==> config.mk <==
export PLATFORM = sky130hd
export DESIGN_NAME = crse_addr
export DESIGN_NICKNAME = d
export VERILOG_FILES = /design/src/rtl/crse_pkg.sv /design/src/rtl/crse_addr.sv
export SDC_FILE = /design/constraint.sdc
export NUM_CORES = 1
export LEC_CHECK = 0
export BUFFER_PORTS_ARGS = -buffer_cell sky130_fd_sc_hd__buf_2
export CAP_MARGIN = 20
export CELL_PAD_IN_SITES_DETAIL_PLACEMENT = 0
export CELL_PAD_IN_SITES_GLOBAL_PLACEMENT = 1
export CORE_MARGIN = 3
export CORE_UTILIZATION = 39
export DETAILED_ROUTE_END_ITERATION = 8
export GPL_TIMING_DRIVEN = 1
export PLACE_DENSITY_LB_ADDON = 0.25
export SLEW_MARGIN = 20
export SYNTH_ARGS = -nofsm -noshare
export SYNTH_HDL_FRONTEND = slang
export SYNTH_SLANG_ARGS = --single-unit
==> constraint.sdc <==
create_clock -name clk -period 15.7 [get_ports clk]
set_input_delay 0.785 -clock clk [delete_from_list [all_inputs] [get_ports clk]]
set_output_delay 0.785 -clock clk [all_outputs]
set_load 0.05 [all_outputs]
==> src/rtl/crse_pkg.sv <==
// Shared constants and types for the Catmull-Rom spline evaluator.
// Used by every rtl module except crse_ram; no dependencies of its own.
package crse_pkg;

	localparam int MAX_POINTS = 256;
	localparam int IDX_W      = $clog2(MAX_POINTS);
	localparam int FRAC_BITS  = 16;
	localparam int POS_W      = 24;
	localparam int IPART_W    = POS_W - FRAC_BITS;
	localparam int CNT_W      = 9;
	localparam int COORD_W    = 32;
	localparam int PT_W       = 3 * COORD_W;
	// Horner accumulator, wide enough for 12 * 2^31 plus headroom
	localparam int ACC_W      = COORD_W + 8;
	localparam int PROD_W     = ACC_W + FRAC_BITS + 1;

	localparam logic CMD_WRITE = 1'b0;
	localparam logic CMD_EVAL  = 1'b1;

	// Four neighbour slots and fraction for one evaluation
	typedef struct packed {
		logic [IDX_W-1:0]     k0;
		logic [IDX_W-1:0]     k1;
		logic [IDX_W-1:0]     k2;
		logic [IDX_W-1:0]     k3;
		logic [FRAC_BITS-1:0] u;
	} crse_rd_t;

endpackage

==> src/rtl/crse_addr.sv <==
// Point count register and neighbour address generation for one evaluation.
// Depends on crse_pkg.
module crse_addr (
	input  logic                          clk,
	input  logic                          arst_n,
	input  logic                          cfg_we,
	input  logic [crse_pkg::CNT_W-1:0]    cfg_wdata,
	input  logic [crse_pkg::POS_W-1:0]    curve_pos,
	output crse_pkg::crse_rd_t            rd
);
	import crse_pkg::*;

	logic [IDX_W-1:0]   last_q;
	logic [POS_W-1:0]   pos_end;
	logic [POS_W-1:0]   t;
	logic [IDX_W-1:0]   i;
	logic [IDX_W:0]     i1;
	logic [IDX_W:0]     i2;

	// hold count-1, clamped to the table, so zero acts as one
	always_ff @(posedge clk or negedge arst_n) begin
		if (!arst_n) begin
			last_q <= '0;
		end else if (cfg_we) begin
			priority if (cfg_wdata == '0) begin
				last_q <= '0;
			end else if (cfg_wdata > CNT_W'(MAX_POINTS)) begin
				last_q <= IDX_W'(MAX_POINTS - 1);
			end else begin
				last_q <= IDX_W'(cfg_wdata - CNT_W'(1));
			end
		end
	end

	// clamp position to the last point and split it
	always_comb begin
		pos_end = {IPART_W'(last_q), {FRAC_BITS{1'b0}}};
		t       = (curve_pos > pos_end) ? pos_end : curve_pos;
		i       = IDX_W'(t[POS_W-1:FRAC_BITS]);
		i1      = {1'b0, i} + (IDX_W+1)'(1);
		i2      = {1'b0, i} + (IDX_W+1)'(2);
		rd.u    = t[FRAC_BITS-1:0];
		rd.k0   = (i == '0) ? '0 : i - IDX_W'(1);
		rd.k1   = i;
		rd.k2   = (i1 > {1'b0, last_q}) ? last_q : i1[IDX_W-1:0];
		rd.k3   = (i2 > {1'b0, last_q}) ? last_q : i2[IDX_W-1:0];
	end

	a_order: assert property (@(posedge clk) disable iff (!arst_n)
		(rd.k0 <= rd.k1) && (rd.k1 <= rd.k2) && (rd.k2 <= rd.k3) && (rd.k3 <= last_q))
		else $error("neighbour slots out of order");
	a_span: assert property (@(posedge clk) disable iff (!arst_n)
		(rd.k3 - rd.k0) <= IDX_W'(3))
		else $error("neighbour span too wide");
endmodule

* Word-level counts from Yosys, hierarchy flattened
Index checks and enable logic that the tools add are counted.
Operators by class: add/subtract/negate cells 4, $mul 0, divide/modulo/power cells 0, $lt $le $gt $ge 4, eq/ne operators 0, shifts and indexed selects 0, muxes and demuxes 6, bitwise logic cells 0, reduce and logical (&&, ||, !) cells 2
Operators by type and width (number):
- 8-bit two-way mux | 5
- 24-bit > comparator | 1
- 24-bit two-way mux | 1
- 9-bit by 8-bit > comparator with 1-bit output | 2
- 8-bit by 1-bit subtractor with 8-bit output (second input constant) | 2
- 8-bit by 1-bit adder with 9-bit output (second input constant) | 1
- 8-bit by 2-bit adder with 9-bit output (second input constant) | 1
- 9-bit > comparator (second input constant) | 1
- 9-bit logical NOT | 1
- 8-bit logical NOT | 1
Storage, ports and cells: bits in registers 8, bits in latches 0, RAM bits 0, ROM bits 0, bits of input ports 36, output and inout port bits 48, logic and storage cells 17, memories kept 0

* Logic depth before layout (Yosys ltp)
word-level depth 5, depth in mapped cells 26

* Worst setup path before layout
Ideal clock, no wire load.
kind register to output, start register last_q[6], end output rd[28] (netlist name), arrival time 6.294 ns, setup slack 8.621 ns, stages on the path, launching flop included 21, path buffers 3, path through dfrtp_1 > clkbuf_1 > clkinv_1 > ha_1 > nand4_1 > nor4_1 > and4_4 > a21oi_2 > buf_1 > o21ai_1 > inv_1 > ha_1 > ha_1 > nor2b_1 > o21a_1 > o21a_1 > o211ai_1 > a31oi_1 > a311o_1 > buf_2 > o32ai_1
RTL lines:
- start, declared | RTL line crse_addr.sv:13 | logic [IDX_W-1:0] last_q;
- start signal, assigned | RTL line crse_addr.sv:28 | last_q <= IDX_W'(MAX_POINTS - 1);
- start signal, assigned | RTL line crse_addr.sv:30 | last_q <= IDX_W'(cfg_wdata - CNT_W'(1));
- end, declared | RTL line crse_addr.sv:9 | output crse_pkg::crse_rd_t rd

==> flow_metrics.tcl <==
set metrics [dict create \
    io_buffers 83 \
    r2r_slack_ns 14.42 \
    place.detailed.hpwl_mm 6.29 \
    regMostFlops "last_q" \
    clk_path_buf_depth 2 \
    endpoint_kind "output pin" \
    start_util_pct 41.0 \
    reg2reg_depth 2 \
    min_period_ns 7.00 \
    dieArea_um2 7280 \
    power-per-cell-area_nw_per_um2 121 \
    post-place-ws_ns 9.04 \
    status "finished clean" \
    seq_area_frac_synth_pct 8.16 \
    relSlewSlack_pct 53.8 \
    synth.most_common_cell "nand2_1" \
    track_usage_pct 21.3 \
    setup_viol 0 \
    drc 0 \
    cpMostUsedCell "ha_1" \
    placed_area_um2 2870 \
    routedWlPerCell_um 16.5 \
    routed_wl_mm 8.08 \
    hold_class "input pin to async pin" \
    crit_path_start_kind "flop" \
    rsz0062_at_grt "false" \
    whs_ns 0.393 \
    grt_pass1_vias 2515 \
    cpPeakStageDelay_ns 0.60 \
    largest_reg_flops 8 \
    path_cells "clkinv_1, ha_1, nand4_1, nor4_1, and4_4, a21oi_2, buf_4, o21ai_1, inv_1, ha_1, ha_1, nor2b_1, o21a_1, o21a_1, o211ai_1, a31oi_1, a311o_1, a21o_1, a211oi_1, buf_2" \
    ant_nets 0 \
    critPathBufInv 4 \
    dieWidth_um 85.3 \
    cpLargestDelayFamily "compound AO/OA/AOI/OAI gates" \
    final_max_slew_viol_count 0 \
    drt_iter0_drc 168 \
    ctsHoldBuffers 0 \
    finish.net_count 482 \
    synth_area_leaders "ha_1 (14%), xnor2_1 (8.6%), dfrtp_1 (8.2%)" \
    io_pins 84 \
    grt_start_max_net_pins 41 \
    design_area_um2 2910 \
    antenna_found_initial 0 \
    worst_slew_pin_slew_ns 0.688 \
    cts_tree "built" \
    syn_inst 355 \
    finalCritPeriodShare_pct 44.6 \
    path_class "flop to output pin" \
    vdd_drop_max_mv 0.0928 \
    fmax_mhz 143 \
    synthArstFlopShare_pct 100 \
    cap_violations 0 \
    h-tree-depth 1 \
    ys_types 59 \
    avgSynthCellArea_um2 6.91 \
    synthesis.nets 419 \
    cts_resized 0 \
    num_antenna_cells 0 \
    rr_endpoint "last_q[5]$_DFFE_PN0P_" \
    worstPathMaxFanout 40 \
    vias 2811 \
    r2r-start "last_q[5]$_DFFE_PN0P_" \
    nFillCells 616 \
    yosysWarnings 0 \
    use_met2_pct 34.1 \
    post-synth-top-area-fraction_pct 14.3 \
    arrival_ns 6.21 \
    cts.sinks 8 \
    root_buffer "clkbuf_8" \
    leakagePower_nw 1.33 \
    fin_ws_ns 8.70 \
    grt_overflow_total 0 \
    synth_edf_count 0 \
    crit_slowest_cell "o21ai_1" \
    yosys_register_bits 8 \
    cts_made_buffers 3 \
    areaGrowthSynthToFinish_pct 18.7 \
    finalHoldViolations 0 \
    grt_pass1_wl_mm 12.8 \
    synth_commonest_cells "nand2_1 (31), ha_1 (28), nor2_1 (27)" \
    required_ns 14.91 \
    row_count 28 \
    via_per_inst 5.73 \
    core_um2 5990 \
    post-cts-setup-buffer-count 0 \
    finalSetupTns_ns 0 \
    grt.met3_usage_pct 3.98 \
    synth.cell_area_um2 2450 \
    largestRegisters "last_q x8" \
    finalClockSkew_ns 0 \
    drt-pass1-iter-count 5 \
    ys_dominant_reg_cell "dfrtp_1" \
    yosys.area.top_type "ha_1" \
    use_met1_pct 30.2 \
    grt-busiest-layer "met2" \
    die_y_um 85.3 \
    drive_above_1_share_pct 23.6 \
    clk_latency_ns 0.23 \
    gp_congestion 0.864 \
    path_clk_slew_ns 0.05 \
]
==> routing by layer <==
| layer | part of all wire (%) | wire, um |
|---|---|---|
| met1 | 46 | 3750 |
| met2 | 45 | 3670 |
| met3 | 7.2 | 584 |
| met4 | 0.87 | 70 |
| met5 | 0 | 0 |
==> layout by cell type, fill, tap and decap left out, types with 4 or more instances in the layout <==
cell type | synthesis | final
a211oi_1 | 6 | 6
a21o_1 | 4 | 4
a21oi_1 | 21 | 21
a31oi_1 | 7 | 7
and2_1 | 11 | 11
and3_1 | 9 | 9
buf_2 | 5 | 83
dfrtp_1 | 8 | 8
ha_1 | 28 | 28
inv_1 | 19 | 19
maj3_1 | 5 | 5
mux2_1 | 4 | 4
nand2_1 | 31 | 31
nand3_1 | 11 | 11
nand4_1 | 8 | 8
nor2_1 | 27 | 27
nor2b_1 | 4 | 4
nor3_1 | 11 | 11
nor4_1 | 5 | 5
o21a_1 | 5 | 5
o21ai_0 | 23 | 23
xnor2_1 | 24 | 24
xor2_1 | 7 | 7
==> layout make-up <==
cell class | count | area, um^2 | area share, %
Multi-Input combinational cell | 298 | 2060 | 70.9
Timing Repair Buffer | 85 | 430 | 14.8
Sequential cell | 8 | 200 | 6.88
Tap cell | 75 | 93.8 | 3.22
Inverter | 22 | 82.6 | 2.84
Clock buffer | 3 | 41.3 | 1.42
==> how the worst max path moves through the flow <==
stage,startpoint,endpoint,slack [ns],cells after the start
5_1_grt,last_q[3]$_DFFE_PN0P_,rd[26],8.30,21
3_3_place_gp,last_q[5]$_DFFE_PN0P_,rd[26],9.17,20
6_report,last_q[5]$_DFFE_PN0P_,rd[26],8.70,20
3_5_place_dp,last_q[5]$_DFFE_PN0P_,rd[26],9.04,20
2_1_floorplan,last_q[6]$_DFFE_PN0P_,rd[28],8.62,20
4_1_cts,last_q[5]$_DFFE_PN0P_,rd[26],8.76,20
==> cells by family (layout without fill, tap and decap cells) <==
group | after synthesis | after routing | share of synthesized area [%]
mux | 10 | 10 | 4.95
fa+ha+maj | 33 | 33 | 16.3
xor+xnor | 31 | 31 | 11.1
flops | 8 | 8 | 8.16
simple gates | 132 | 132 | 27.7
buf+inv | 49 | 110 | 7.75
compound gates | 92 | 92 | 24.0
==> stage by stage <==
step / util [%] / instances / total power, mW
after floorplan: - / 355 / 0.260
after global placement: 47.9 / 488 / 0.324
after detailed placement: 47.9 / 488 / 0.324
after CTS: 48.6 / 491 / 0.350
after global routing: 48.6 / 491 / 0.375
final: 48.6 / 491 / 0.351
==> report_power, final <==
group | total, mW | internal, mW | switching, mW
clock network | 0.0256 | 0.0167 | 0.00894
registers | 0.0295 | 0.0227 | 0.00678
logic | 0.296 | 0.0841 | 0.212
total | 0.351 | 0.123 | 0.227
Note: power is estimated with default switching activity, not from simulation.
